[config.mk]
export PLATFORM = sky130hd
export DESIGN_NAME = nbpr_window
export DESIGN_NICKNAME = d
export VERILOG_FILES = /design/src/rtl/core/nbpr_pkg.sv /design/src/rtl/core/nbpr_window.sv
export SDC_FILE = /design/constraint.sdc
export NUM_CORES = 2
export LEC_CHECK = 0
export ABC_AREA = 1
export BUFFER_PORTS_ARGS = -buffer_cell sky130_fd_sc_hd__buf_2
export CAP_MARGIN = 20
export CORE_UTILIZATION = 60
export CTS_CLUSTER_SIZE = 30
export DETAILED_ROUTE_END_ITERATION = 8
export PLACE_DENSITY = 0.85
export SETUP_SLACK_MARGIN = 0.2
export SYNTH_ARGS = -nofsm -noshare
export SYNTH_HDL_FRONTEND = slang
export SYNTH_SLANG_ARGS = --single-unit
[constraint.sdc]
create_clock -name clk -period 14.9 [get_ports clk]
set_clock_uncertainty 0.15 [all_clocks]
set_input_delay 1.49 -clock clk [delete_from_list [all_inputs] [get_ports clk]]
set_output_delay 1.49 -clock clk [all_outputs]
set_load 0.01 [all_outputs]
[src/rtl/core/nbpr_pkg.sv]
`default_nettype none

package nbpr_pkg;

    // Geometry limits
    localparam int MAX_WIDTH    = 1024;
    localparam int HEIGHT_LIMIT = 4095;
    localparam int MIN_DIM      = 2;

    // Fixed-point formats
    localparam int GAIN_FRAC_BITS   = 16;
    localparam int OFFSET_FRAC_BITS = 8;
    localparam int OFFSET_SHIFT     = GAIN_FRAC_BITS - OFFSET_FRAC_BITS;

    // Field widths
    localparam int PIX_W      = 16;
    localparam int GAIN_W     = 24;
    localparam int OFFSET_W   = 32;
    localparam int AW_CFG_W   = 11;
    localparam int AH_CFG_W   = 12;
    localparam int CFG_DATA_W = 12;
    localparam int CFG_IDX_W  = 1;

    // Derived widths
    localparam int COL_W  = $clog2(MAX_WIDTH);
    localparam int WID_W  = $clog2(MAX_WIDTH + 1);
    localparam int ROW_W  = $clog2(HEIGHT_LIMIT + 1);
    localparam int PROD_W = PIX_W + 1 + GAIN_W;
    localparam int SUM_W  = ((PROD_W > OFFSET_W + OFFSET_SHIFT) ?
                             PROD_W : OFFSET_W + OFFSET_SHIFT) + 1;

    // Neighbour mean
    localparam int NEIGH_COUNT = 8;
    localparam int NSUM_W      = PIX_W + 3;
    localparam int SHIFT_BY_8  = 3;
    localparam int RECIP_SHIFT = 21;
    localparam int RECIP_W     = 20;
    localparam int MEAN_W      = NSUM_W + RECIP_W;
    localparam logic [RECIP_W-1:0] RECIP_3 = RECIP_W'(((1 << RECIP_SHIFT) + 2) / 3);
    localparam logic [RECIP_W-1:0] RECIP_5 = RECIP_W'(((1 << RECIP_SHIFT) + 4) / 5);

    // Saturation limits of the calibrated sum (GAIN_FRAC_BITS fraction bits)
    localparam logic signed [SUM_W-1:0] SAT_LOW  = -(SUM_W'(1) << GAIN_FRAC_BITS);
    localparam logic signed [SUM_W-1:0] SAT_HIGH = SUM_W'(1) << (GAIN_FRAC_BITS + PIX_W);

    // Register reset values
    localparam logic [AW_CFG_W-1:0] ACTIVE_WIDTH_RESET  = AW_CFG_W'(640);
    localparam logic [AH_CFG_W-1:0] ACTIVE_HEIGHT_RESET = AH_CFG_W'(512);

    typedef enum logic {
        CMD_PIXEL = 1'b0,
        CMD_FLUSH = 1'b1
    } cmd_t;

    typedef enum logic [CFG_IDX_W-1:0] {
        REG_ACTIVE_WIDTH  = 1'b0,
        REG_ACTIVE_HEIGHT = 1'b1
    } cfg_reg_t;

    typedef enum logic [1:0] {
        DIV_BY_3 = 2'd0,
        DIV_BY_5 = 2'd1,
        DIV_BY_8 = 2'd2
    } div_sel_t;

    typedef struct packed {
        logic signed [GAIN_W-1:0]   gain;
        logic signed [OFFSET_W-1:0] offset;
        logic                       bad;
        logic                       valid;
    } calib_t;

    typedef struct packed {
        logic [PIX_W-1:0] above;
        logic [PIX_W-1:0] centre;
        logic [PIX_W-1:0] below;
    } column_t;

    typedef struct packed {
        logic        en;
        logic        clear;
    } pipe_ctrl_t;

    typedef struct packed {
        logic [WID_W-1:0] width;
        logic [ROW_W-1:0] height;
    } geom_t;

    typedef struct packed {
        logic    vld;
        column_t col;
        calib_t  calib;
    } stage_a_t;

    typedef struct packed {
        logic                       vld;
        logic                       bad;
        logic signed [PROD_W-1:0]   product;
        logic signed [OFFSET_W-1:0] offset;
        logic [NSUM_W-1:0]          nsum;
        div_sel_t                   div_sel;
        logic                       frame_end;
    } stage_b_t;

    function automatic logic [WID_W-1:0] eff_width(input logic [AW_CFG_W-1:0] aw);
        int w;
        w = int'(aw);
        if (w < MIN_DIM) w = MIN_DIM;
        if (w > MAX_WIDTH) w = MAX_WIDTH;
        return WID_W'(w);
    endfunction

    function automatic logic [ROW_W-1:0] eff_height(input logic [AH_CFG_W-1:0] ah);
        int h;
        h = int'(ah);
        if (h < MIN_DIM) h = MIN_DIM;
        if (h > HEIGHT_LIMIT) h = HEIGHT_LIMIT;
        return ROW_W'(h);
    endfunction

endpackage

`default_nettype wire

[src/rtl/core/nbpr_window.sv]
`default_nettype none

// 3x3 raw window, centre calibration latch and output raster position.
// Computes the gain product and the masked neighbour sum into stage B.
module nbpr_window (
    input  wire logic                 clk,
    input  wire logic                 rst_n,
    input  wire nbpr_pkg::pipe_ctrl_t ctrl,
    input  wire nbpr_pkg::geom_t      geom,
    input  wire nbpr_pkg::stage_a_t   stage_a,
    output nbpr_pkg::stage_b_t        stage_b
);

    // Oldest and middle window columns; the newest column comes from stage A
    logic [nbpr_pkg::PIX_W-1:0] win_mid_reg [3];
    logic [nbpr_pkg::PIX_W-1:0] win_new_reg [3];
    nbpr_pkg::calib_t           latch_reg;
    logic [nbpr_pkg::COL_W-1:0] out_col_reg;
    logic [nbpr_pkg::ROW_W-1:0] out_row_reg;
    nbpr_pkg::stage_b_t         b_reg;

    logic                        shift;
    logic                        emit;
    logic [nbpr_pkg::WID_W-1:0]  col_inc;
    logic [nbpr_pkg::ROW_W:0]    row_inc;
    logic                        at_top, at_bottom, at_left, at_right;
    logic [nbpr_pkg::PIX_W-1:0]  nb [nbpr_pkg::NEIGH_COUNT];
    logic [nbpr_pkg::NEIGH_COUNT-1:0] nb_use;
    logic [nbpr_pkg::NSUM_W-1:0] nsum;
    nbpr_pkg::div_sel_t          div_sel;
    logic signed [nbpr_pkg::PROD_W-1:0] product;

    assign shift = ctrl.en & stage_a.vld;
    assign emit  = shift & latch_reg.valid;

    // Border flags from the output raster position
    assign col_inc   = nbpr_pkg::WID_W'(out_col_reg) + nbpr_pkg::WID_W'(1);
    assign row_inc   = (nbpr_pkg::ROW_W + 1)'(out_row_reg) + (nbpr_pkg::ROW_W + 1)'(1);
    assign at_top    = (out_row_reg == '0);
    assign at_bottom = (row_inc >= (nbpr_pkg::ROW_W + 1)'(geom.height));
    assign at_left   = (out_col_reg == '0);
    assign at_right  = (col_inc >= geom.width);

    // Neighbours of the centre after this shift
    always_comb
    begin
        nb[0] = win_mid_reg[0];
        nb[1] = win_new_reg[0];
        nb[2] = stage_a.col.above;
        nb[3] = win_mid_reg[1];
        nb[4] = stage_a.col.centre;
        nb[5] = win_mid_reg[2];
        nb[6] = win_new_reg[2];
        nb[7] = stage_a.col.below;
        nb_use[0] = !at_top && !at_left;
        nb_use[1] = !at_top;
        nb_use[2] = !at_top && !at_right;
        nb_use[3] = !at_left;
        nb_use[4] = !at_right;
        nb_use[5] = !at_bottom && !at_left;
        nb_use[6] = !at_bottom;
        nb_use[7] = !at_bottom && !at_right;
    end

    always_comb
    begin
        nsum = '0;
        for (int i = 0; i < nbpr_pkg::NEIGH_COUNT; i++)
        begin
            if (nb_use[i])
            begin
                nsum = nsum + nbpr_pkg::NSUM_W'(nb[i]);
            end
        end
    end

    // Corners use three neighbours, edges five, the interior eight
    always_comb
    begin
        priority if ((at_top || at_bottom) && (at_left || at_right))
        begin
            div_sel = nbpr_pkg::DIV_BY_3;
        end
        else if (at_top || at_bottom || at_left || at_right)
        begin
            div_sel = nbpr_pkg::DIV_BY_5;
        end
        else
        begin
            div_sel = nbpr_pkg::DIV_BY_8;
        end
    end

    assign product = $signed({1'b0, win_new_reg[1]}) * $signed(latch_reg.gain);

    // Window and latch advance on every stream step
    always_ff @(posedge clk)
    begin
        if (shift)
        begin
            for (int i = 0; i < 3; i++)
            begin
                win_mid_reg[i] <= win_new_reg[i];
            end
            win_new_reg[0] <= stage_a.col.above;
            win_new_reg[1] <= stage_a.col.centre;
            win_new_reg[2] <= stage_a.col.below;
        end
    end

    // Latch, raster position and stage B register
    always_ff @(posedge clk or negedge rst_n)
    begin
        if (!rst_n)
        begin
            latch_reg   <= '0;
            out_col_reg <= '0;
            out_row_reg <= '0;
            b_reg       <= '0;
        end
        else if (ctrl.clear)
        begin
            latch_reg   <= '0;
            out_col_reg <= '0;
            out_row_reg <= '0;
            b_reg.vld   <= 1'b0;
        end
        else
        begin
            if (shift)
            begin
                latch_reg <= stage_a.calib;
            end
            if (ctrl.en)
            begin
                b_reg.vld <= emit;
            end
            if (emit)
            begin
                b_reg.bad       <= latch_reg.bad;
                b_reg.product   <= product;
                b_reg.offset    <= latch_reg.offset;
                b_reg.nsum      <= nsum;
                b_reg.div_sel   <= div_sel;
                b_reg.frame_end <= at_bottom && at_right;
                if (at_right)
                begin
                    out_col_reg <= '0;
                    out_row_reg <= at_bottom ? '0 : row_inc[nbpr_pkg::ROW_W-1:0];
                end
                else
                begin
                    out_col_reg <= col_inc[nbpr_pkg::COL_W-1:0];
                end
            end
        end
    end

    assign stage_b = b_reg;

endmodule

`default_nettype wire

# Yosys cells after proc, flatten, opt, wreduce, memory -nomap -nowiden
# Memory sizes are Yosys's and may differ from the RTL's.
# Cells that the tools add are included.
dict set report op_classes {
  add_sub_neg 9
  n_mul 1
  div 0
  order_cmp 2
  eq_ne 0
  shifts 0
  mux 23
  n_bitwise 3
  n_reduce_logical 22
}
# op count
set ops {}
lappend ops {{$add 19x16->19} 7}
lappend ops {{$mux 19} 7}
lappend ops {{$mux 58} 2}
lappend ops {{$mux 12} 4}
lappend ops {{$mul 17x24->41} 1}
lappend ops {{$mux 10} 3}
lappend ops {{$mux 16} 1}
lappend ops {{$add 12x1->13 const B} 1}
lappend ops {{$ge 13x12->1} 1}
lappend ops {{$logic_not 12->1} 1}
lappend ops {{$add 10x1->11 const B} 1}
lappend ops {{$ge 11x11->1} 1}
lappend ops {{$logic_not 10->1} 1}
lappend ops {{$reduce_bool 2->1} 4}
lappend ops {{$logic_and 1x1->1} 6}
lappend ops {{$logic_not 1->1} 4}
lappend ops {{$logic_or 1x1->1} 4}
lappend ops {{$mux 1} 4}
lappend ops {{$mux 2} 2}
lappend ops {{$reduce_and 2->1} 2}
lappend ops {{$and 1x1->1} 2}
lappend ops {{$not 1->1} 1}
dict set report totals {
  reg_bits 177
  latchBits 0
  ram_bits 96
  mem_bits_ro 0
  input_bits 134
  elab_cells 75
  mem_count 2
}
# memory words width read_ports rd_clocked_by_memory_dff wr line_no
set memory_table {}
lappend memory_table {win_mid_reg 3 16 3 0 3 nbpr_window.sv:15} ;# logic [nbpr_pkg::PIX_W-1:0] win_mid_reg [3];
lappend memory_table {win_new_reg 3 16 3 0 3 nbpr_window.sv:16} ;# logic [nbpr_pkg::PIX_W-1:0] win_new_reg [3];

# Longest topological paths before layout
dict set report logic_depth {
  word_depth 18
  ltp_mapped 67
  depth_no_buf 66
}

# Least setup slack after synthesis
# Ideal clock, no wire load.
dict set report synth_timing {
  path_type {input -> register}
  startpoint {input geom[18] (netlist name)}
  endpoint {register b_reg (netlist bit stage_b[21])}
  setup_ns 0.118
  arrival_ns 9.004
  required_ns 14.632
  path_slack_ns 5.628
  stages 56
  path_buffers 1
  path_cell_list {inv_1 -> ha_1 -> a21oi_1 -> o21ai_0 -> nand2_1 -> o211ai_1 -> a31oi_1 -> nand2_1 -> nor2_2 -> clkbuf_1 -> nand2_1 -> nand2_1 -> ha_1 -> inv_1 -> fa_1 -> inv_1 -> a31oi_1 -> o21ai_0 -> (+20 left out) -> or2_2 -> nand3_1 -> nand2_1 -> ha_1 -> a21oi_1 -> nand2_1 -> nand2_1 -> nand2_1 -> a21oi_1 -> nor2_1 -> nor2_1 -> nor2_1 -> o21ai_0 -> nor2_4 -> nand3_1 -> nand3_1 -> nand3_1 -> nand2_1}
}
dict set report synth_between {
  elab_chain_cells 14
  word_cells_on_any_way 15
  classes_between {add/sub (5); order compare (1); mux (6); reduce/logical (3)}
}
# item line_no
set synth_rtl {}
lappend synth_rtl {{start, declared} nbpr_window.sv:9} ;# input wire nbpr_pkg::geom_t geom,
lappend synth_rtl {{$ge 11x11->1 (*)} nbpr_window.sv:42} ;# assign at_right = (col_inc >= geom.width);
lappend synth_rtl {{$logic_not 1->1} {nbpr_window.sv:57, nbpr_window.sv:62}}
lappend synth_rtl {{$logic_and 1x1->1} nbpr_window.sv:57} ;# nb_use[2] = !at_top && !at_right;
lappend synth_rtl {{$mux 19} nbpr_window.sv:70} ;# if (nb_use[i])
lappend synth_rtl {{$add 19x16->19} nbpr_window.sv:72} ;# nsum = nsum + nbpr_pkg::NSUM_W'(nb[i]);
lappend synth_rtl {{$mux 19} nbpr_window.sv:70}
lappend synth_rtl {{$add 19x16->19} nbpr_window.sv:72}
lappend synth_rtl {{$mux 19} nbpr_window.sv:70}
lappend synth_rtl {{$add 19x16->19} nbpr_window.sv:72}
lappend synth_rtl {{$mux 19} nbpr_window.sv:70}
lappend synth_rtl {{$add 19x16->19} nbpr_window.sv:72}
lappend synth_rtl {{$mux 19} nbpr_window.sv:70}
lappend synth_rtl {{$add 19x16->19} nbpr_window.sv:72}
lappend synth_rtl {{$mux 19 (*)} nbpr_window.sv:70}
lappend synth_rtl {{end, declared} nbpr_window.sv:20} ;# nbpr_pkg::stage_b_t b_reg;
# Every way passes the cells marked *; elsewhere a longest branch is shown, timed or not.
# A chain may end at the register's enable or synchronous reset.

# Final worst setup path
dict set report layout_timing {
  startpoint {register out_row_reg[0] (netlist name)}
  endpoint {register b_reg (netlist bit stage_b[21])}
}
dict set report layout_between {
  elab_chain_cells 18
  word_cells_on_any_way 24
  classes_between {add/sub (8); order compare (1); mux (8); reduce/logical (7)}
}
# item line_no
set layout_rtl {}
lappend layout_rtl {{start, declared} nbpr_window.sv:19} ;# logic [nbpr_pkg::ROW_W-1:0] out_row_reg;
lappend layout_rtl {{start signal, assigned} nbpr_window.sv:149} ;# out_row_reg <= at_bottom ? '0 : row_inc[nbpr_pkg::ROW_W-1:0];
lappend layout_rtl {{$logic_not 12->1} nbpr_window.sv:39} ;# assign at_top = (out_row_reg == '0);
lappend layout_rtl {{$logic_not 1->1} {nbpr_window.sv:55, nbpr_window.sv:57}}
lappend layout_rtl {{$logic_and 1x1->1} nbpr_window.sv:55} ;# nb_use[0] = !at_top && !at_left;
lappend layout_rtl {{$mux 16} nbpr_window.sv:70}
lappend layout_rtl {{$add 19x16->19} nbpr_window.sv:72}
lappend layout_rtl {{$mux 19} nbpr_window.sv:70}
lappend layout_rtl {{$add 19x16->19} nbpr_window.sv:72}
lappend layout_rtl {{$mux 19} nbpr_window.sv:70}
lappend layout_rtl {{(+2 left out)} -}
lappend layout_rtl {{$add 19x16->19} nbpr_window.sv:72}
lappend layout_rtl {{$mux 19} nbpr_window.sv:70}
lappend layout_rtl {{$add 19x16->19} nbpr_window.sv:72}
lappend layout_rtl {{$mux 19} nbpr_window.sv:70}
lappend layout_rtl {{$add 19x16->19} nbpr_window.sv:72}
lappend layout_rtl {{$mux 19} nbpr_window.sv:70}
lappend layout_rtl {{$add 19x16->19} nbpr_window.sv:72}
lappend layout_rtl {{$mux 19 (*)} nbpr_window.sv:70}
# Marked as above.

==> run summary <==
The clock network is responsible for 14.8% of the overall power. The synthesized design contains 96 enable-type register cells. Buffers inserted during clock tree synthesis total 30. The tools report the final total negative setup slack as 0 ns. The clock reaches the later pin of the worst-skew pair after 0.62 ns. The final layout contains 4705 nets. TritonCTS built the clock tree. The peak clock frequency supported by timing was 0.08990 GHz; the number of nets in the synthesized netlist was 4560.

Startpoint of the worst setup timing path: out_row_reg[0]. At the end of routability-driven placement, the weighted congestion stood at 0.9571. The most used flip-flop cell after synthesis is sky130_fd_sc_hd__dfrtp_1. Setup repair after global routing left no endpoint under its margin. The startpoint class of the critical path is a register. In the routed design, unresolved DRC markers number 2. The checks that failed: design-rule violations. The run finished, with violations left. The critical-path cell with the highest stage delay is sky130_fd_sc_hd__nand2_2. Total wire length: 82380 um. Counting both buffers and inverters, the worst setup path holds a total of 4. For the total count of hold-check failures in the final report, the log shows 0. The tools report the leakage power summed over all cells as 17.76 nW. The number of top-level design ports was 231; the die outline width was 229.6 um. The number of H-tree levels is 1, and the number of warnings issued by yosys is 0.

Entering global routing, the biggest net connects 93 pins. The worst register-to-register path begins at out_row_reg[0]. The routed layout has 25960 vias. The die extent in y was 229.6 um; the slack of the worst reg-to-reg path was 3.78 ns. The number of placed instances, taps included, is 4585. The floorplan step defined a core boundary enclosing 51300 sq um. Fraction of the cycle the final worst path needs: 74.66%. After layout, the minimum clock period comes to 11.12 ns. The number of global-route vias before repair was 26680.

The logs give 4646 for the filler-free cell count of the finished design and 7.856% for the global routing met3 resource utilization. The number of gates on the worst path with buffers counted was 60. Leaving out fill and tap cells, the most frequent cells in the layout are sky130_fd_sc_hd__nand2_1 (874), sky130_fd_sc_hd__inv_1 (803), sky130_fd_sc_hd__fa_1 (384), sky130_fd_sc_hd__ha_1 (249), sky130_fd_sc_hd__buf_2 (229). The initial antenna violation count is 5.

Across the run, the number of max-cap violations was 0. Combinational logic is responsible for 66.3% of the overall power. The internal power of the cells totals 2.620 mW. The tightest hold path in the finished design has a slack of 0.3037 ns. In this run the core area contains 83 standard-cell rows. The ratio of cells with drive above 1 in the final layout was 9.717%. Global routing consumed, on the met2 layer, 51.70% of the routing resources. Counting flops and latches in the post-synthesis netlist gives 273. The tools report the max-slew violation count as 0. The areal power density over the cells is 151.4 nW/um^2, and the count of hold buffers inserted by post-cts repair is 0. The worst hold path class is reg -> reg. Clock-pin slew was measured on the worst setup and hold paths at 0.06 ns. After detailed routing, the average wire length per cell comes to 17.73 um. Placement-stage worst setup slack: 3.932 ns. For the worst setup path, the data arrival time is 11.49 ns.

The biggest cell delay along the critical path was 0.45 ns. For the fraction of power consumed by sequential logic, the log shows 18.9%. Headroom to the max-slew limit came out at 25.42%.

Dividing the synthesized area by the synthesized cell count gives 8.196 sq um. The number of DRC markers in iteration 0 is 2117. The layout overhead on the synthesized area came out at 8.693%. The tools report the global-route congestion overflow total as 0. STA classifies the critical path endpoint as a register. The tools report the clock root buffer as sky130_fd_sc_hd__clkbuf_16.

At the worst endpoint, the required time is 15.27 ns. Detailed placement ended at an HPWL of 63390 um. Met1 layer usage reported by global route: 42.13%. Sequential elements use 23.52% of the synthesized area. The via density per instance is 5.588. The layer with the highest usage after global routing was met2. The most repeated library cell on the critical path is sky130_fd_sc_hd__nand2_1. The post-cts repair resize count was 0. The critical path's top delay family is compound AO/OA/AOI/OAI gates.

The length in cells of the worst reg-to-reg path was 60; the post-route total power was 5.116 mW. Across the VDD grid, the largest voltage drop is 0.1431 mV. The clock passes through at most 3 buffers. Port buffering added 230 buffers. The minimum setup slack in the final design came out at 3.776 ns. Of all flip-flops after synthesis, the portion carrying an async set or reset was 64.84%. The first TritonRoute pass finished after 7 iterations. The most critical setup path has its endpoint at stage_b[21]. In this run the cell area of the synthesized design comes to 31090 sq um. The initial utilization of the core area, before any placement, comes to 60.60%. The endpoint identified for the worst register-to-register timing path is stage_b[21].

Of the total power, the share spent switching nets is 48.80%. Clock tree synthesis found a total of 273 sinks. Setup violations remaining at the end of the flow were counted as 0.

The maximum fanout encountered on the critical timing path was 21; the number of instances in the synthesized netlist was 3793. The number of setup buffers added after CTS is 0. Leaving out fill and tap cells, the most frequent cell in the layout is sky130_fd_sc_hd__nand2_1. The detail route stage leaves a number of antenna-violating nets equal to 0.

The total die area was 52730 sq um; the first-pass GRT wire length was 135800 um. Summed over all nets, the switching power comes to 2.497 mW. The critical path in this run is classified as reg -> reg. The actual transition at the worst max-transition pin was 1.119 ns. In this run, distinct cell masters in the synthesized netlist total 58. The run gives 32.43% as the overall global routing resource usage.

The flip-flop count of the largest register after layout is 97.
==> worst reg2reg max path: cells and delay by family, from the launching register on <==
kind            cells  cell delay, ns
xor+xnor            4            0.71
compound gates     17            3.38
fa+ha+maj           9            2.86
simple gates       26            3.16
flops               1            0.40
buf+inv             4            0.36
==> routing by layer <==
metal / share of wire [%] / up-vias / wire (um)
met4: 4.7 / 4 / 3838
met5: 0.030 / - / 25
li1: - / 12010 / -
met3: 10 / 265 / 8623
met2: 46 / 1274 / 37600
met1: 39 / 12410 / 32290
==> cells by family (layout without fill, tap and decap cells) <==
kind of cell               count (synthesis)  count (layout)  share of synthesized area (%)
adders and majority gates                633             633                          34.75
other                                      0               4                              0
xor gates and xnor gates                 122             122                          3.437
DFF                                      273             273                          23.52
AOI/OAI and AO/OA                        496             496                          8.806
buffers and inverters                    963            1132                          11.68
and+or+nand+nor                         1306            1306                          17.80
==> stage by stage <==
| step | utilization, % | area (sq um) |
|---|---|---|
| floorplan | - | 31090 |
| global placement | 63.86 | 32760 |
| detailed placement | 63.86 | 32760 |
| CTS | 65.79 | 33750 |
| global route | 65.86 | 33790 |
| finish | 65.87 | 33790 |
==> worst min-delay path by stage <==
stage	startpoint	endpoint	slack (ns)	cells past startpoint
after global placement	win_new_reg[0][5]	win_mid_reg[0][5]	0.28	0
after CTS	win_new_reg[0][5]	win_mid_reg[0][5]	0.30	0
after detailed placement	win_new_reg[0][31]	win_mid_reg[0][31]	0.29	0
after floorplan	win_new_reg[0][0]	win_mid_reg[0][0]	0.28	0
after global routing	win_new_reg[0][34]	win_mid_reg[0][34]	0.31	0
final	win_new_reg[0][5]	win_mid_reg[0][5]	0.30	0
==> synth_stat cells, types with 4 or more instances <==
cell                       number  area [sq um]
sky130_fd_sc_hd__o21bai_1      13         97.59
sky130_fd_sc_hd__buf_2          8         40.04
sky130_fd_sc_hd__nor3_1        16         80.08
sky130_fd_sc_hd__o22ai_1        9         56.30
sky130_fd_sc_hd__o221ai_1       5         43.79
sky130_fd_sc_hd__dfrtp_1      177          4429
sky130_fd_sc_hd__o21ai_2        9         78.83
sky130_fd_sc_hd__o21ai_0      191         955.9
sky130_fd_sc_hd__nand2_2       14         87.58
sky130_fd_sc_hd__o31ai_1        4         30.03
sky130_fd_sc_hd__ha_1         249          3115
sky130_fd_sc_hd__xor2_1        67         586.8
sky130_fd_sc_hd__nand2_4        6         67.56
sky130_fd_sc_hd__inv_1        804          3018
sky130_fd_sc_hd__nand3b_1      10         75.07
sky130_fd_sc_hd__fa_1         384          7687
sky130_fd_sc_hd__nand2_1      874          3281
sky130_fd_sc_hd__xnor2_1       55         481.7
sky130_fd_sc_hd__a211oi_1       6         45.04
sky130_fd_sc_hd__buf_1          9         33.78
sky130_fd_sc_hd__o21a_1         5         37.54
sky130_fd_sc_hd__clkbuf_1     128         480.5
sky130_fd_sc_hd__nor2_1       127         476.7
sky130_fd_sc_hd__nor2_2         5         31.28
sky130_fd_sc_hd__o21ai_1       45         225.2
sky130_fd_sc_hd__nand3_1      186         930.9
sky130_fd_sc_hd__a221oi_1       4         35.03
sky130_fd_sc_hd__nand3_2        5         50.05
sky130_fd_sc_hd__nand4_1       21         131.4
sky130_fd_sc_hd__and2_1         4         25.02
sky130_fd_sc_hd__edfxtp_1      96          2883
sky130_fd_sc_hd__or2_2         17         106.4
sky130_fd_sc_hd__nor4_1         7         43.79
sky130_fd_sc_hd__a31oi_1       15         93.84
sky130_fd_sc_hd__a21oi_1      162         810.8
sky130_fd_sc_hd__a21o_1        11         82.58
sky130_fd_sc_hd__inv_2         10         37.54
==> final cells by class <==
| class | count | area [sq um] |
|---|---|---|
| inverters | 817 | 3074 |
| repair buffers | 259 | 1398 |
| clock inverters | 13 | 143.9 |
| diodes | 4 | 10.01 |
| flip-flops and latches | 273 | 7312 |
| well taps | 680 | 850.8 |
| multi-input cells | 2557 | 20150 |
| clock buffers | 43 | 850.8 |
| fillers | 4086 | 17510 |
==> power groups by stage <==
stage,registers (mW),logic [mW],clock network [mW]
after floorplan,0.983,2.53,0
after global placement,0.975,3.20,0
after detailed placement,0.979,3.31,0
after CTS,0.966,3.35,0.765
after global routing,0.979,3.82,0.793
final,0.968,3.39,0.757
Note: power is estimated with default switching activity, not from simulation.
