<file path="src/rtl/core/nbpr_pkg.sv">
`default_nettype none

package nbpr_pkg;

    // Geometry limits
    localparam int MAX_WIDTH    = 1024;
    localparam int HEIGHT_LIMIT = 4095;
    localparam int MIN_DIM      = 2;

    // Fixed-point formats
    localparam int GAIN_FRAC_BITS   = 16;
    localparam int OFFSET_FRAC_BITS = 8;
    localparam int OFFSET_SHIFT     = GAIN_FRAC_BITS - OFFSET_FRAC_BITS;

    // Field widths
    localparam int PIX_W      = 16;
    localparam int GAIN_W     = 24;
    localparam int OFFSET_W   = 32;
    localparam int AW_CFG_W   = 11;
    localparam int AH_CFG_W   = 12;
    localparam int CFG_DATA_W = 12;
    localparam int CFG_IDX_W  = 1;

    // Derived widths
    localparam int COL_W  = $clog2(MAX_WIDTH);
    localparam int WID_W  = $clog2(MAX_WIDTH + 1);
    localparam int ROW_W  = $clog2(HEIGHT_LIMIT + 1);
    localparam int PROD_W = PIX_W + 1 + GAIN_W;
    localparam int SUM_W  = ((PROD_W > OFFSET_W + OFFSET_SHIFT) ?
                             PROD_W : OFFSET_W + OFFSET_SHIFT) + 1;

    // Neighbour mean
    localparam int NEIGH_COUNT = 8;
    localparam int NSUM_W      = PIX_W + 3;
    localparam int SHIFT_BY_8  = 3;
    localparam int RECIP_SHIFT = 21;
    localparam int RECIP_W     = 20;
    localparam int MEAN_W      = NSUM_W + RECIP_W;
    localparam logic [RECIP_W-1:0] RECIP_3 = RECIP_W'(((1 << RECIP_SHIFT) + 2) / 3);
    localparam logic [RECIP_W-1:0] RECIP_5 = RECIP_W'(((1 << RECIP_SHIFT) + 4) / 5);

    // Saturation limits of the calibrated sum (GAIN_FRAC_BITS fraction bits)
    localparam logic signed [SUM_W-1:0] SAT_LOW  = -(SUM_W'(1) << GAIN_FRAC_BITS);
    localparam logic signed [SUM_W-1:0] SAT_HIGH = SUM_W'(1) << (GAIN_FRAC_BITS + PIX_W);

    // Register reset values
    localparam logic [AW_CFG_W-1:0] ACTIVE_WIDTH_RESET  = AW_CFG_W'(640);
    localparam logic [AH_CFG_W-1:0] ACTIVE_HEIGHT_RESET = AH_CFG_W'(512);

    typedef enum logic {
        CMD_PIXEL = 1'b0,
        CMD_FLUSH = 1'b1
    } cmd_t;

    typedef enum logic [CFG_IDX_W-1:0] {
        REG_ACTIVE_WIDTH  = 1'b0,
        REG_ACTIVE_HEIGHT = 1'b1
    } cfg_reg_t;

    typedef enum logic [1:0] {
        DIV_BY_3 = 2'd0,
        DIV_BY_5 = 2'd1,
        DIV_BY_8 = 2'd2
    } div_sel_t;

    typedef struct packed {
        logic signed [GAIN_W-1:0]   gain;
        logic signed [OFFSET_W-1:0] offset;
        logic                       bad;
        logic                       valid;
    } calib_t;

    typedef struct packed {
        logic [PIX_W-1:0] above;
        logic [PIX_W-1:0] centre;
        logic [PIX_W-1:0] below;
    } column_t;

    typedef struct packed {
        logic        en;
        logic        clear;
    } pipe_ctrl_t;

    typedef struct packed {
        logic [WID_W-1:0] width;
        logic [ROW_W-1:0] height;
    } geom_t;

    typedef struct packed {
        logic    vld;
        column_t col;
        calib_t  calib;
    } stage_a_t;

    typedef struct packed {
        logic                       vld;
        logic                       bad;
        logic signed [PROD_W-1:0]   product;
        logic signed [OFFSET_W-1:0] offset;
        logic [NSUM_W-1:0]          nsum;
        div_sel_t                   div_sel;
        logic                       frame_end;
    } stage_b_t;

    function automatic logic [WID_W-1:0] eff_width(input logic [AW_CFG_W-1:0] aw);
        int w;
        w = int'(aw);
        if (w < MIN_DIM) w = MIN_DIM;
        if (w > MAX_WIDTH) w = MAX_WIDTH;
        return WID_W'(w);
    endfunction

    function automatic logic [ROW_W-1:0] eff_height(input logic [AH_CFG_W-1:0] ah);
        int h;
        h = int'(ah);
        if (h < MIN_DIM) h = MIN_DIM;
        if (h > HEIGHT_LIMIT) h = HEIGHT_LIMIT;
        return ROW_W'(h);
    endfunction

endpackage

`default_nettype wire

</file>
<file path="src/rtl/core/nbpr_stream_if.sv">
`default_nettype none


// Corrected pixel channel
interface nbpr_out_if;
    logic                       valid;
    logic                       ready;
    logic [nbpr_pkg::PIX_W-1:0] corrected_pixel;
    logic                       was_replaced;
    logic                       was_saturated;
    logic                       frame_end;

    modport source (
        output valid, corrected_pixel, was_replaced, was_saturated, frame_end,
        input  ready
    );
    modport sink (
        input  valid, corrected_pixel, was_replaced, was_saturated, frame_end,
        output ready
    );
endinterface

`default_nettype wire

</file>
<file path="src/rtl/core/nbpr_result.sv">
`default_nettype none

// Offset add with truncation and clamp, or neighbour mean by reciprocal or shift;
// drives the output register.
module nbpr_result (
    input  wire logic                 clk,
    input  wire logic                 rst_n,
    input  wire nbpr_pkg::pipe_ctrl_t ctrl,
    input  wire nbpr_pkg::stage_b_t   stage_b,
    nbpr_out_if.source                result
);

    logic signed [nbpr_pkg::SUM_W-1:0] prod_ext;
    logic signed [nbpr_pkg::SUM_W-1:0] off_ext;
    logic signed [nbpr_pkg::SUM_W-1:0] cal_sum;
    logic                              under;
    logic                              over;
    logic [nbpr_pkg::PIX_W-1:0]        cal_pix;
    logic [nbpr_pkg::RECIP_W-1:0]      recip;
    logic [nbpr_pkg::MEAN_W-1:0]       mean_prod;
    logic [nbpr_pkg::PIX_W-1:0]        mean_pix;

    logic                              vld_reg;
    logic [nbpr_pkg::PIX_W-1:0]        pix_reg;
    logic                              replaced_reg;
    logic                              sat_reg;
    logic                              frame_end_reg;

    // Calibrated sum with GAIN_FRAC_BITS fraction bits
    assign prod_ext = nbpr_pkg::SUM_W'(stage_b.product);
    assign off_ext  = nbpr_pkg::SUM_W'($signed(stage_b.offset));
    assign cal_sum  = prod_ext + (off_ext <<< nbpr_pkg::OFFSET_SHIFT);

    // Truncation toward zero: small negatives give zero without clamping
    assign under = (cal_sum <= nbpr_pkg::SAT_LOW);
    assign over  = (cal_sum >= nbpr_pkg::SAT_HIGH);

    always_comb
    begin
        priority if (under)
        begin
            cal_pix = '0;
        end
        else if (over)
        begin
            cal_pix = '1;
        end
        else if (cal_sum < 0)
        begin
            cal_pix = '0;
        end
        else
        begin
            cal_pix = cal_sum[nbpr_pkg::GAIN_FRAC_BITS +: nbpr_pkg::PIX_W];
        end
    end

    // Neighbour mean: reciprocal multiply for three and five, shift for eight
    always_comb
    begin
        unique case (stage_b.div_sel)
            nbpr_pkg::DIV_BY_3: recip = nbpr_pkg::RECIP_3;
            nbpr_pkg::DIV_BY_5: recip = nbpr_pkg::RECIP_5;
            default:            recip = '0;
        endcase
    end

    assign mean_prod = nbpr_pkg::MEAN_W'(stage_b.nsum) * nbpr_pkg::MEAN_W'(recip);
    assign mean_pix  = (stage_b.div_sel == nbpr_pkg::DIV_BY_8) ?
                       stage_b.nsum[nbpr_pkg::SHIFT_BY_8 +: nbpr_pkg::PIX_W] :
                       mean_prod[nbpr_pkg::RECIP_SHIFT +: nbpr_pkg::PIX_W];

    // Output register
    always_ff @(posedge clk or negedge rst_n)
    begin
        if (!rst_n)
        begin
            vld_reg <= 1'b0;
        end
        else if (ctrl.clear)
        begin
            vld_reg <= 1'b0;
        end
        else if (ctrl.en)
        begin
            vld_reg <= stage_b.vld;
        end
    end

    always_ff @(posedge clk)
    begin
        if (ctrl.en && stage_b.vld)
        begin
            pix_reg       <= stage_b.bad ? mean_pix : cal_pix;
            replaced_reg  <= stage_b.bad;
            sat_reg       <= !stage_b.bad && (under || over);
            frame_end_reg <= stage_b.frame_end;
        end
    end

    assign result.valid           = vld_reg;
    assign result.corrected_pixel = pix_reg;
    assign result.was_replaced    = replaced_reg;
    assign result.was_saturated   = sat_reg;
    assign result.frame_end       = frame_end_reg;

endmodule

`default_nettype wire

</file>
<file path="src/flat_wrapper.sv">
// flat-port wrapper written by rule: the top's interface ports become plain ports
module nbpr_result_flat 
  (clk, rst_n, ctrl, stage_b, result_valid, result_corrected_pixel, result_was_replaced, result_was_saturated, result_frame_end, result_ready);
  nbpr_out_if result_i ();
  input  wire logic clk;
  input  wire logic rst_n;
  input  wire nbpr_pkg::pipe_ctrl_t ctrl;
  input  wire nbpr_pkg::stage_b_t stage_b;
  output wire logic [$bits(result_i.valid)-1:0] result_valid;
  output wire logic [$bits(result_i.corrected_pixel)-1:0] result_corrected_pixel;
  output wire logic [$bits(result_i.was_replaced)-1:0] result_was_replaced;
  output wire logic [$bits(result_i.was_saturated)-1:0] result_was_saturated;
  output wire logic [$bits(result_i.frame_end)-1:0] result_frame_end;
  input wire logic [$bits(result_i.ready)-1:0] result_ready;
  assign result_valid = result_i.valid;
  assign result_corrected_pixel = result_i.corrected_pixel;
  assign result_was_replaced = result_i.was_replaced;
  assign result_was_saturated = result_i.was_saturated;
  assign result_frame_end = result_i.frame_end;
  assign result_i.ready = result_ready;
  nbpr_result u_core (.clk(clk), .rst_n(rst_n), .ctrl(ctrl), .stage_b(stage_b), .result(result_i));
endmodule
</file>
<file path="config.mk">
export PLATFORM = sky130hd
export DESIGN_NAME = nbpr_result_flat
export DESIGN_NICKNAME = d
export VERILOG_FILES = /design/src/rtl/core/nbpr_pkg.sv /design/src/rtl/core/nbpr_stream_if.sv /design/src/rtl/core/nbpr_result.sv /design/src/flat_wrapper.sv
export SDC_FILE = /design/constraint.sdc
export NUM_CORES = 1
export LEC_CHECK = 0
export BUFFER_PORTS_ARGS = -buffer_cell sky130_fd_sc_hd__buf_2
export CAP_MARGIN = 15
export CORE_MARGIN = 2
export CORE_UTILIZATION = 40
export CTS_BUF_LIST = sky130_fd_sc_hd__clkbuf_8
export DETAILED_ROUTE_END_ITERATION = 10
export PLACE_DENSITY = 0.69
export SLEW_MARGIN = 5
export SYNTH_ARGS = -nofsm -noshare
export SYNTH_HDL_FRONTEND = slang
export SYNTH_SLANG_ARGS = --single-unit
</file>
<file path="constraint.sdc">
create_clock -name clk -period 0.8 [get_ports clk]
set_input_delay 0.08 -clock clk [delete_from_list [all_inputs] [get_ports clk]]
set_output_delay 0.08 -clock clk [all_outputs]
set_load 0.01 [all_outputs]
</file>
# [After elaboration in Yosys (flattened, before gate mapping)]
# Cells that the tools add are included.
[totals] mem_bits_rw=0 n_memories=0 latch_bits=0 input_bits=102 wordCells=26 regBits=20 mem_bits_ro=0
[op_classes] add_sub_neg=1 muxes=8 n_lt_le_gt_ge=3 n_eq_ne=2 multipliers=1 reduce_logical=6 div=0 bitwise=0 n_shift=0
[op_table] operator="$mux 16" count=5
[op_table] operator="$add 41x40->42" count=1
[op_table] operator="$ge 42x34->1 const B" count=1
[op_table] operator="$le 42x17->1 const B" count=1
[op_table] operator="$lt 42x1->1 const B" count=1
[op_table] operator="$pmux 20 s2" count=1
[op_table] operator="$mul 19x20->37" count=1
[op_table] operator="$eq 2x1->1 const B" count=1
[op_table] operator="$eq 2x2->1 const B" count=1
[op_table] operator="$logic_and 1x1->1" count=2
[op_table] operator="$logic_not 2->1" count=1
[op_table] operator="$mux 1" count=2
[op_table] operator="$reduce_bool 2->1" count=1
[op_table] operator="$logic_not 1->1" count=1
[op_table] operator="$logic_or 1x1->1" count=1

# [Depth between registers and ports, before layout]
# Gate-level depths: netlist of run 1.
[depth] depth_word=6 ltp_mapped=26 mapped_depth_nobuf=26

# [Worst setup path before layout of run 1]
# No wires, ideal clock.
[synth_path] path_kind="input to register" from="input stage_b[2] in the netlist's numbering" to="register u_core.pix_reg (netlist bit u_core.result.corrected_pixel[7]), data pin" setup_slack_ns=-5.556 required_ns=0.533 path_buffers=1 t_arrival_ns=6.089 path_stages=25 path_cell_list="clkbuf_1 > nor2b_1 > nor2b_1 > fa_1 > inv_1 > fa_1 > inv_1 > fa_1 > inv_1 > fa_1 > inv_1 > fa_1 > inv_1 > fa_1 > inv_1 > ha_1 > a21oi_1 > o211ai_1 > a211oi_1 > a211oi_1 > or2_2 > a211oi_1 > xnor2_1 > a221oi_1 > a21oi_2"
[synth_between] elab_chain_cells=5 word_cells_on_any_way=7
[synth_lines] item="start, declared" line_no="flat_wrapper.sv:8" source="input wire nbpr_pkg::stage_b_t stage_b;"
[synth_lines] item="$eq 2x1->1 or $logic_not 2->1 (tied branches)" line_no="nbpr_result.sv:61" source="unique case (stage_b.div_sel)"
[synth_lines] item="$pmux 20 s2" line_no="nbpr_result.sv:61"
[synth_lines] item="$mul 19x20->37" line_no="nbpr_result.sv:68" source="assign mean_prod = nbpr_pkg::MEAN_W'(stage_b.nsum) * nbpr_pkg::MEAN_W'(recip);"
[synth_lines] item="$mux 16 (*)" line_no="nbpr_result.sv:69" source="assign mean_pix = (stage_b.div_sel == nbpr_pkg::DIV_BY_8) ?"
[synth_lines] item="$mux 16 (*)" line_no="nbpr_result.sv:94" source="pix_reg <= stage_b.bad ? mean_pix : cal_pix;"
[synth_lines] item="end signal, assigned" line_no="nbpr_result.sv:94"
[synth_lines] item="end, declared" line_no="nbpr_result.sv:24" source="logic [nbpr_pkg::PIX_W-1:0] pix_reg;"
# Mark *: on every way between the ends. The rest lies on a longest branch, timed or not.
# A chain may end at the register's enable or synchronous reset.

# [Worst setup path after layout of run 1]
[layout_path] from="input stage_b[2] in the netlist's numbering" to="register u_core.pix_reg (netlist bit u_core.result.corrected_pixel[9]), data pin"
# Same word-level chain as after synthesis.

==> results of run 1 <==
power groups by stage:
stage	combinational, W	clock [W]	sequential [W]
after floorplan	0.0239	0	0.00172
final	0.0448	0.00107	0.00161
after global placement	0.0372	0	0.00162
after detailed placement	0.0382	0	0.00161
after global routing	0.0493	0.00110	0.00162
after CTS	0.0410	0.00108	0.00159
layout by cell type, fill, tap and decap left out, drive strengths merged, types with 5 or more instances in the layout:
cell | synthesis | layout
buf | 17 | 512
inv | 313 | 312
ha | 158 | 158
fa | 148 | 148
nand2 | 78 | 78
a21oi | 72 | 72
nor2 | 63 | 63
o21ai | 51 | 51
a21o | 23 | 23
nand4 | 22 | 22
o211ai | 22 | 22
nor3 | 20 | 20
edfxtp | 19 | 19
xor2 | 18 | 18
nand3 | 17 | 17
xnor2 | 16 | 16
nor2b | 16 | 16
nor4 | 15 | 15
nand2b | 13 | 13
a211oi | 13 | 13
and3 | 12 | 12
o21a | 10 | 10
and2 | 9 | 9
a31oi | 6 | 6
a21boi | 6 | 6
o31ai | 6 | 6
mux2i | 5 | 5
nand3b | 5 | 5
or2 | 5 | 5
a22oi | 5 | 5
critical path, cell delays in order:
cell        delay, ps
buf_8             100
clkinvlp_4         70
buf_12            120
buf_8             130
nand2_2            80
inv_2              70
nand2_2            60
fa_2              580
fa_2              480
buf_6             140
fa_2              540
inv_1              60
fa_1              460
fa_1              510
inv_1              50
fa_1              540
inv_2              50
ha_4              230
a21oi_2           130
o211ai_1          120
a211oi_2          290
a211oi_4          110
buf_6             150
o211ai_4          340
a21oi_2           110
and3_1            150
or4_1             480
o211ai_2           80
per-stage QoR:
step	setup slack [ps]	area [µm²]	instances	TNS [ps]	util
floorplan	-5010	10800	1253	-78430	-
global placement	-5620	14300	2034	-92960	0.553
detailed placement	-5730	14300	2034	-94910	0.553
CTS	-5330	14800	2056	-87500	0.570
global route	-5630	15200	2077	-92140	0.588
finish	-5410	15200	2077	-87930	0.588
routing by layer:
| layer | routed length [µm] | vias up |
|---|---|---|
| met4 | 1780 | 0 |
| met3 | 1340 | 102 |
| li1 | - | 5120 |
| met2 | 17100 | 316 |
| met5 | 0 | - |
| met1 | 13300 | 5184 |
worst max path at each step:
| stage | from | endpoint | slack [ps] | depth (start not counted) |
|---|---|---|---|---|
| finish | stage_b[2] | u_core.result.corrected_pixel[9] | -5410 | 28 |
| global route | stage_b[2] | u_core.result.corrected_pixel[6] | -5630 | 32 |
| CTS | stage_b[2] | u_core.result.corrected_pixel[14] | -5330 | 26 |
| detailed placement | stage_b[2] | u_core.result.corrected_pixel[8] | -5730 | 24 |
| global placement | stage_b[2] | u_core.result.corrected_pixel[8] | -5620 | 24 |
| floorplan | stage_b[2] | u_core.result.corrected_pixel[8] | -5010 | 26 |
area by class of cell:
type | instances | area share
Multi-Input combinational cell | 888 | 0.608
Timing Repair Buffer | 516 | 0.243
Inverter | 314 | 0.0776
Sequential cell | 20 | 0.0391
Tap cell | 335 | 0.0275
Clock buffer | 3 | 0.00271
Clock inverter | 1 | 0.00197
cell families (layout without fill, tap and decap cells):
kind of cell	Yosys count	in the layout	synth area share
buffers and inverters	345	834	0.128
adders and majority gates	306	306	0.472
and+or+nand+nor	292	292	0.145
AOI/OAI and AO/OA	250	250	0.164
xor gates and xnor gates	34	34	0.0284
DFF	20	20	0.0569
muxes	6	6	0.00585
repair_timing:
item | 4_1_cts | 5_1_grt
hold endpoints to repair | 3 | 0
gates cloned | 0 | 0
setup buffers | 15 | 21
gates resized for setup | 50 | 71
hold buffers | 3 | 0
pin swaps | 38 | 75
setup endpoints to repair | 37 | 38
==> impl_results.md, run 1 <==
- Outcome: complete, but fails checks
- Violated checks: setup timing
- CTS tree: built
- Post-DP HPWL: 29200 µm
- Total track usage: 0.237
- Min-delay src: ctrl[1]
- Relative slew slack: 0.630
- Clock share of power: 0.022
- Clk buf depth: 2
- Post-DRT Antenna Nets: 0
- Data required, critical path: 930 ps
- Comb power frac: 0.944
- Most instantiated cells after synthesis: inv_1, ha_1, fa_1
- Asr flop ratio synth: 0.0500
- Cell taking the most area after synthesis: fa_1
- Pin count of the biggest net entering global routing: 28
- Clk root buf: clkbuf_8
- Pins Over Slew Limit: 0
- Post-synthesis sequential area ratio: 0.0569
- Most frequent cell after synthesis: inv_1
- Final worst-path cycle share: 7.76
- Core area: 0.0259 mm²
- Endpoint, Worst Hold: u_core.result.valid
- Die Span X: 166 µm
- Clk_lat worst skew: 270 ps
- Num rows: 59
- Fin nets: 2151
- Yosys warning count: 0
- Fillers: 2152
- Share of layout cells above drive strength 1: 0.396
- Setup violations, final: 37
- Hold Vio Cnt, Final: 0
- Endpoint class of the critical path: flip-flop
- Grt met2 use: 0.436
- GPL Wtd Cong: 0.993
- Static Leak: 8.02 nW
- Ant. Diodes: 0
- Met1 Track Usage GR: 0.281
- Worst-path clk slew: 80 ps
- Initial Utilization: 0.404
- R2R cell count: 3
- Tot Pwr: 0.0475 W
- P_sw: 0.0232 W
- R2R Setup Slk: 10 ps
- Worst EP arrival: 6330 ps
- Grt ovf: 0
- Via-to-Cell Ratio: 5.16
- Post-Syn Nets: 1661
- Routed via count: 10700
- Reg-to-Reg Start: u_core.result.valid
- Max Cap Viol: 0
- Vias in the first global route: 11200
- # DRC: 0
- Hold Slack: 114 ps
- Max reg flops: 16
- DR WL/cell: 16.1 µm
- Seq cells post-synth: 20
- DR pass1 iterations: 6
- Drt total wl: 33500 µm
- Initial antenna violation count: 0
- Fmax: 0.161 GHz
- RSZ-0062 raised after global routing: yes
- DR iter-0 viols: 697
- Worst-Margin Slew: 552 ps
- Seq pwr share: 0.034
- Busiest layer in global routing: met2
- Cell variety after synth: 83
- PortBufs: 120
- Global-route wire length before repair: 53500 µm
- P&R area growth vs syn: 45.5%
- Worst Hold Class: in -> reg
- Top post-synthesis cells by area: fa_1, ha_1, inv_1
- Mapped cell area: 0.0105 mm²
- Clock sink count: 20
- Area of the die: 0.0275 mm²
- Reg2Reg Capture Point: u_core.result.valid
- Post-synth top flop: edfxtp_1
- # IOs: 122
- Cell internal pwr: 0.0242 W
- Top cell type's share of synthesized area: 0.283
- Mean Syn Cell Area: 8.36 µm²
- Switching Fraction: 0.490
- Multi-input gate area: 0.00927 mm²
- Number of CTS-inserted buffers: 3
- FF+latch area: 596 µm²
- H-tree lvl count: 1
- WS Path Type: in -> reg
- Period minus WS final: 6210 ps
- Hold path cells: 4
- Post-Synthesis Cells: 1253
- Clk_skew: 0 ps
- M3 GR Usage: 0.0133
- Die Height: 166 µm
- EDFF count, synth: 19
- Setup ws final: -5410 ps
- Crit Path Max Fanout: 8
- Max IR drop VDD: 0.00611 V
- Crit start category: input port
- Pwr dens: 3110 mW/mm²
Power figures use the tool's default switching activity.
==> inputs of run 2 (changes only) <==
--- a/constraint.sdc
+++ b/constraint.sdc
@@ -3,2 +3,2 @@
 set_output_delay 0.08 -clock clk [all_outputs]
-set_load 0.01 [all_outputs]
+set_load 0.1 [all_outputs]
==> run 2 against run 1 <==
Compared with the run above:
- the flow still finishes with violations (setup timing)
- worst hold slack lost 10 ps
- clock skew is the same
- setup slack improved by 98 ps
- maximum frequency rose by 1.6%
- critical path depth stayed put
- via count is 0.17% lower
- utilization up 2.4 points
- design area grew 4.0%
- critical path type unchanged
- highest routed layer unchanged
==> impl_results.md, run 2 (synthesis results as in run 1) <==
- Endpoint class of the critical path: flip-flop
- Clk buf depth: 2 (unchanged)
- # IOs: 122 (unchanged)
- Max reg flops: 16 (unchanged)
- Number of CTS-inserted buffers: 3 (unchanged)
- PortBufs: 120 (unchanged)
- Drt total wl: 35200 µm (+5.1%)
- R2R cell count: 3 (unchanged)
- Pwr dens: 3140 mW/mm² (+0.73%)
- Clk_lat worst skew: 270 ps (about the same)
- Final Non-Filler Cells: 2080 (+0.14%)
- Crit-path leading delay family: adder cells
- Period minus WS final: 6110 ps (-97.9 ps)
- Num rows: 59 (unchanged)
- Crit Path Max Fanout: 7 (-1)
- Crit. Startpoint: stage_b[2]
- Core area: 0.0259 mm² (unchanged)
- Fin nets: 2154 (+0.14%)
- Global-route wire length before repair: 55800 µm (+4.3%)
- P&R area growth vs syn: 51.4%
- DR WL/cell: 16.9 µm (+4.9%)
- Final worst-path cycle share: 7.64 (-0.122)
- DR pass1 iterations: 7 (+1)
- Worst-Margin Slew: 614 ps (+61.8 ps)
- Die Height: 166 µm (unchanged)
- R2R Setup Slk: -110 ps (-120 ps)
- Max Cap Viol: 0 (unchanged)
- Clock sink count: 20 (unchanged)
- Hold Slack: 103 ps (-10.4 ps)
- Crit start category: input port
- DR iter-0 viols: 665 (-4.6%)
- Total track usage: 0.250 (+0.0130)
- Clk root buf: clkbuf_8
- Most frequent cells in the layout: buf_4, inv_1, fa_1
- # DRC: 0 (unchanged)
- Hold Vio Cnt, Final: 0 (unchanged)
- Cells after DPL: 2031 (-0.15%)
- Commonest non-fill, non-tap cell in the layout: buf_4
- Pins Over Slew Limit: 0 (unchanged)
- H-tree lvl count: 1 (unchanged)
- Worst EP arrival: 6130 ps (-200 ps)
- Max IR drop VDD: 0.00446 V (-27%)
- Fillers: 2075 (-3.6%)
- CP Buf/Inv Count: 10 (unchanged)
- Ant. Diodes: 0 (unchanged)
- Area of the die: 0.0275 mm² (unchanged)
- Violated checks: setup timing
- Pin count of the biggest net entering global routing: 21 (-25%)
- Reg2Reg Capture Point: u_core.result.valid
- Routed via count: 10700 (-0.17%)
- Setup ws final: -5310 ps (+97.9 ps)
- Worst Hold Class: in -> async
- Setup violations, final: 38 (+2.7%)
- Post-DP HPWL: 29500 µm (+1.1%)
- GPL Wtd Cong: 0.971 (-2.2%)
- CTS tree: built
- Reg-to-Reg Start: u_core.result.valid
- Fmax: 0.164 GHz (+1.6%)
- Initial Utilization: 0.404 (unchanged)
- Worst-path clk slew: 80 ps (about the same)
- Outcome: complete, but fails checks
- Setup_tns: -88620 ps (-697 ps)
- Clk_skew: 0 ps (unchanged)
- Vias in the first global route: 11300 (+0.93%)
- Static Leak: 8.17 nW (+1.8%)
- Slowest-stage cell, CP: fa_2
- RSZ-0062 raised after global routing: yes
- CP dominant cell by count: inv_2
- WS Path Type: in -> reg
- Post-DRT Antenna Nets: 0 (unchanged)
- Data required, critical path: 820 ps (-110 ps)
- Relative slew slack: 0.587 (-0.0430)
- Layout Utilization: 0.612 (+0.0237)
- Grt ovf: 0 (unchanged)
- Worst stage delay on the critical path: 540 ps (-40 ps)
- Die Span X: 166 µm (unchanged)
- Share of layout cells above drive strength 1: 0.417 (+0.0205)
- Dpl ws: -5730 ps (-4.80 ps)
- Initial antenna violation count: 0 (unchanged)
- Via-to-Cell Ratio: 5.15 (-0.31%)
-- run 2: cell types whose count changed in the layout (fill, tap and decap cells not counted), sizes merged --
| cell | change |
|---|---|
| buf | +3 |
-- run 2: worst max path at each step --
| stage | end | slack (ps) | cells after the start |
|---|---|---|---|
| after floorplan | u_core.result.corrected_pixel[8] | -5010 | 26 |
| final | u_core.result.corrected_pixel[14] | -5310 | 28 |
| after detailed placement | u_core.result.corrected_pixel[8] | -5730 | 26 |
| after CTS | u_core.result.corrected_pixel[14] | -5170 | 27 |
| after global placement | u_core.result.corrected_pixel[11] | -5600 | 29 |
| after global routing | u_core.result.corrected_pixel[15] | -5540 | 28 |
-- run 2: layout make-up --
cell class,count,area (µm²),share of cell area
Multi-Input combinational cell,888,9490,0.599
Inverter,314,1180,0.0747
Clock buffer,3,41.3,0.00260
Timing Repair Buffer,519,4090,0.258
Sequential cell,20,599,0.0378
Tap cell,335,419,0.0264
Clock inverter,1,30.0,0.00189
-- run 2: repair_timing --
| action | CTS | global route |
|---|---|---|
| pin swaps | 70 | 39 |
| hold buffers | 3 | 0 |
| setup endpoints to repair | 37 | 38 |
| gates resized for setup | 114 | 62 |
| cloned | 1 | 0 |
| buffers inserted | 25 | 18 |
| hold endpoints to repair | 3 | 0 |
-- run 2: worst register-to-register path, delay by kind of cell (launching register included) --
family	cells	cell delay (ps)
flip-flops	1	510
buffers and inverters	1	130
AO/OA/AOI/OAI	1	110
AND/OR/NAND/NOR	1	60
-- run 2: power by group --
part | internal [W] | leakage, nW | switching, W
clock | 0.000671 | 0.0357 | 0.000407
sequential | 0.00151 | 0.193 | 0.000169
combinational | 0.0226 | 7.94 | 0.0244
total | 0.0248 | 8.17 | 0.0250
-- run 2: metal layers --
metal	part of all wire	GRT usage	wire (µm)
met5	0	0	0
met4	0.051	0.117	1810
met3	0.038	0.0172	1340
met2	0.53	0.474	18800
met1	0.38	0.284	13300
-- run 2: stage by stage --
stage               cell area, µm²  total power [W]
floorplan                    10800           0.0270
global placement             14600           0.0402
detailed placement           14600           0.0415
CTS                          15500           0.0460
global route                 15900           0.0542
finish                       15900           0.0497
==> inputs of run 3 (changes only) <==
Settings changed: CORE_MARGIN 2 to unset, CTS_BUF_LIST sky130_fd_sc_hd__clkbuf_8 to unset.
==> run 3 against run 2 <==
Compared with the run above:
- the run still ends with setup timing left
- largest power group unchanged
- utilization is 0.70 points lower
- worst hold slack improved by 20 ps
- clock power grew 37%
- largest cell class unchanged
==> impl_results.md, run 3 (synthesis results as in run 1) <==
- Routed via count: 10600 (-0.59%)
- Clk_skew: 0 ps (unchanged)
- Static Leak: 8.05 nW (-1.4%)
- M3 GR Usage: 0.0141 (-0.00302)
- Via-to-Cell Ratio: 5.17 (+0.47%)
- Grt met2 use: 0.489 (+0.0145)
- Area of the die: 0.0268 mm² (-2.4%)
- Grt ovf: 0 (unchanged)
- Clk_lat worst skew: 270 ps (about the same)
- Met1 Track Usage GR: 0.298 (+0.0133)
- # IOs: 122 (unchanged)
- R2R Setup Slk: -90 ps (+20 ps)
- Pins Over Slew Limit: 0 (unchanged)
- H-tree lvl count: 1 (unchanged)
- Outcome: complete, but fails checks
- Period minus WS final: 6040 ps (-72.5 ps)
- WS Path Type: in -> reg
- Pin count of the biggest net entering global routing: 21 (unchanged)
- PortBufs: 120 (unchanged)
- Worst EP arrival: 6160 ps (+30 ps)
- DR WL/cell: 16.5 µm (-2.7%)
- Share of layout cells above drive strength 1: 0.386 (-0.0306)
- Crit Path Max Fanout: 11 (+4)
- Data required, critical path: 920 ps (+100 ps)
- Worst-path clk slew: 60 ps (-20 ps)
- Ant. Diodes: 0 (unchanged)
- Global-route wire length before repair: 54200 µm (-2.8%)
- Busiest layer in global routing: met2
- DR pass1 iterations: 5 (-2)
- Vias in the first global route: 11100 (-1.5%)
- Drt total wl: 33900 µm (-3.7%)
- FF+latch area: 599 µm² (unchanged)
- Setup ws final: -5240 ps (+72.5 ps)
- GPL Wtd Cong: 0.969 (-0.21%)
- Worst-Margin Slew: 634 ps (+19.8 ps)
- Total track usage: 0.259 (+0.00892)
- # DRC: 0 (unchanged)
- Max Cap Viol: 0 (unchanged)
- Max reg flops: 16 (unchanged)
- Clock sink count: 20 (unchanged)
- Post-DRT Antenna Nets: 0 (unchanged)
- Cell area after layout: 0.0154 mm² (-3.1%)
- Hold Vio Cnt, Final: 0 (unchanged)
- CP dominant cell by count: inv_2
- Final Non-Filler Cells: 2058 (-1.1%)
- Worst Hold Class: in -> async
- CTS tree: built
- Violated checks: setup timing
- Pwr dens: 3120 mW/mm² (-0.44%)
- Multi-input gate area: 0.00917 mm² (-3.3%)
- Endpoint class of the critical path: flip-flop
- Relative slew slack: 0.572 (-0.0150)
- Setup violations, final: 38 (unchanged)
- Final worst-path cycle share: 7.55 (-0.0906)
- P&R area growth vs syn: 46.7%
- Clk buf depth: 2 (unchanged)
- Cells after DPL: 2037 (+0.30%)
- Placed Area: 0.0147 mm² (+0.69%)
- Fillers: 2144 (+3.3%)
- Fin nets: 2137 (-0.79%)
- Post-DP HPWL: 29900 µm (+1.3%)
- Slowest-stage cell, CP: fa_2
- Max IR drop VDD: 0.00736 V (+65%)
- Dpl ws: -5670 ps (+64.4 ps)
- DR iter-0 viols: 694 (+4.4%)
- Die Span X: 164 µm (-1.2%)
- Initial antenna violation count: 0 (unchanged)
- Commonest non-fill, non-tap cell in the layout: buf_4
- Worst stage delay on the critical path: 530 ps (about the same)
- Die Height: 164 µm (-1.2%)
- Core area: 0.0254 mm² (-2.0%)
- Crit start category: input port
- Number of CTS-inserted buffers: 3 (unchanged)
- Num rows: 58 (-1.7%)
- Clk root buf: clkbuf_16
- Fmax: 0.166 GHz (+1.2%)
- Initial Utilization: 0.412 (+0.00815)
- Most frequent cells in the layout: buf_4, inv_1, ha_1
- RSZ-0062 raised after global routing: yes
- Setup_tns: -87120 ps (+1510 ps)
run 3: changes by cell type in the layout (fill, tap and decap cells not counted), moves of 4 or more:
cell / change
a21oi_1: +4
inv_2: -12
buf_4: -7
buf_6: -17
inv_1: +13
ha_1: +13
a21oi_4: -4
ha_4: -12
buf_2: +6
run 3: per-stage QoR:
stage | hold slack [ps] | utilization | power [W]
after floorplan | -216 | - | 0.0270
after global placement | -141 | 0.580 | 0.0413
after detailed placement | -138 | 0.580 | 0.0425
after CTS | 120 | 0.596 | 0.0467
after global routing | 133 | 0.605 | 0.0520
final | 123 | 0.605 | 0.0480
run 3: worst max-delay path: cells and delay by family:
family | cells | cell delay, ps
adders and majority gates | 7 | 3310
buffers and inverters | 11 | 850
AOI/OAI and AO/OA | 5 | 730
and+or+nand+nor | 6 | 1180
run 3: power by group:
group	switching (W)	total [W]	internal [W]	leakage (nW)
sequential	0.000190	0.00171	0.00152	0.193
combinational	0.0235	0.0448	0.0213	7.81
clock	0.000479	0.00148	0.000997	0.0511
total	0.0242	0.0480	0.0238	8.05
run 3: layer usage:
layer / wire length, µm / part of all wire
met3: 910 / 0.027
met4: 1700 / 0.050
met1: 13700 / 0.40
met2: 17600 / 0.52
met5: 0 / 0
run 3: path summary, 6_finish.rpt:
check / start / endpoint / cells after the start
min in group clk: stage_b[95] / u_core.result.was_replaced / 2
max in group asynchronous: rst_n / u_core.result.valid / 2
worst max register to register: u_core.result.valid / u_core.result.valid / 3
worst max-delay path: stage_b[2] / u_core.result.corrected_pixel[9] / 29
worst min register to register: u_core.result.valid / u_core.result.valid / 3
worst min-delay path: rst_n / u_core.result.valid / 2
run 3: area by class of cell:
| cell class | count | share of cell area |
|---|---|---|
| multi-input cells | 888 | 0.597 |
| repair buffers | 502 | 0.253 |
| inverters | 314 | 0.0770 |
| flip-flops and latches | 20 | 0.0390 |
| well taps | 330 | 0.0269 |
| clock buffers | 3 | 0.00489 |
| clock inverters | 1 | 0.00195 |
run 3: repair_timing:
action	4_1_cts	5_1_grt
pin swaps	24	27
setup buffers	10	5
hold endpoints to repair	3	0
resized for setup	49	47
setup endpoints to repair	37	48
hold buffers	3	0
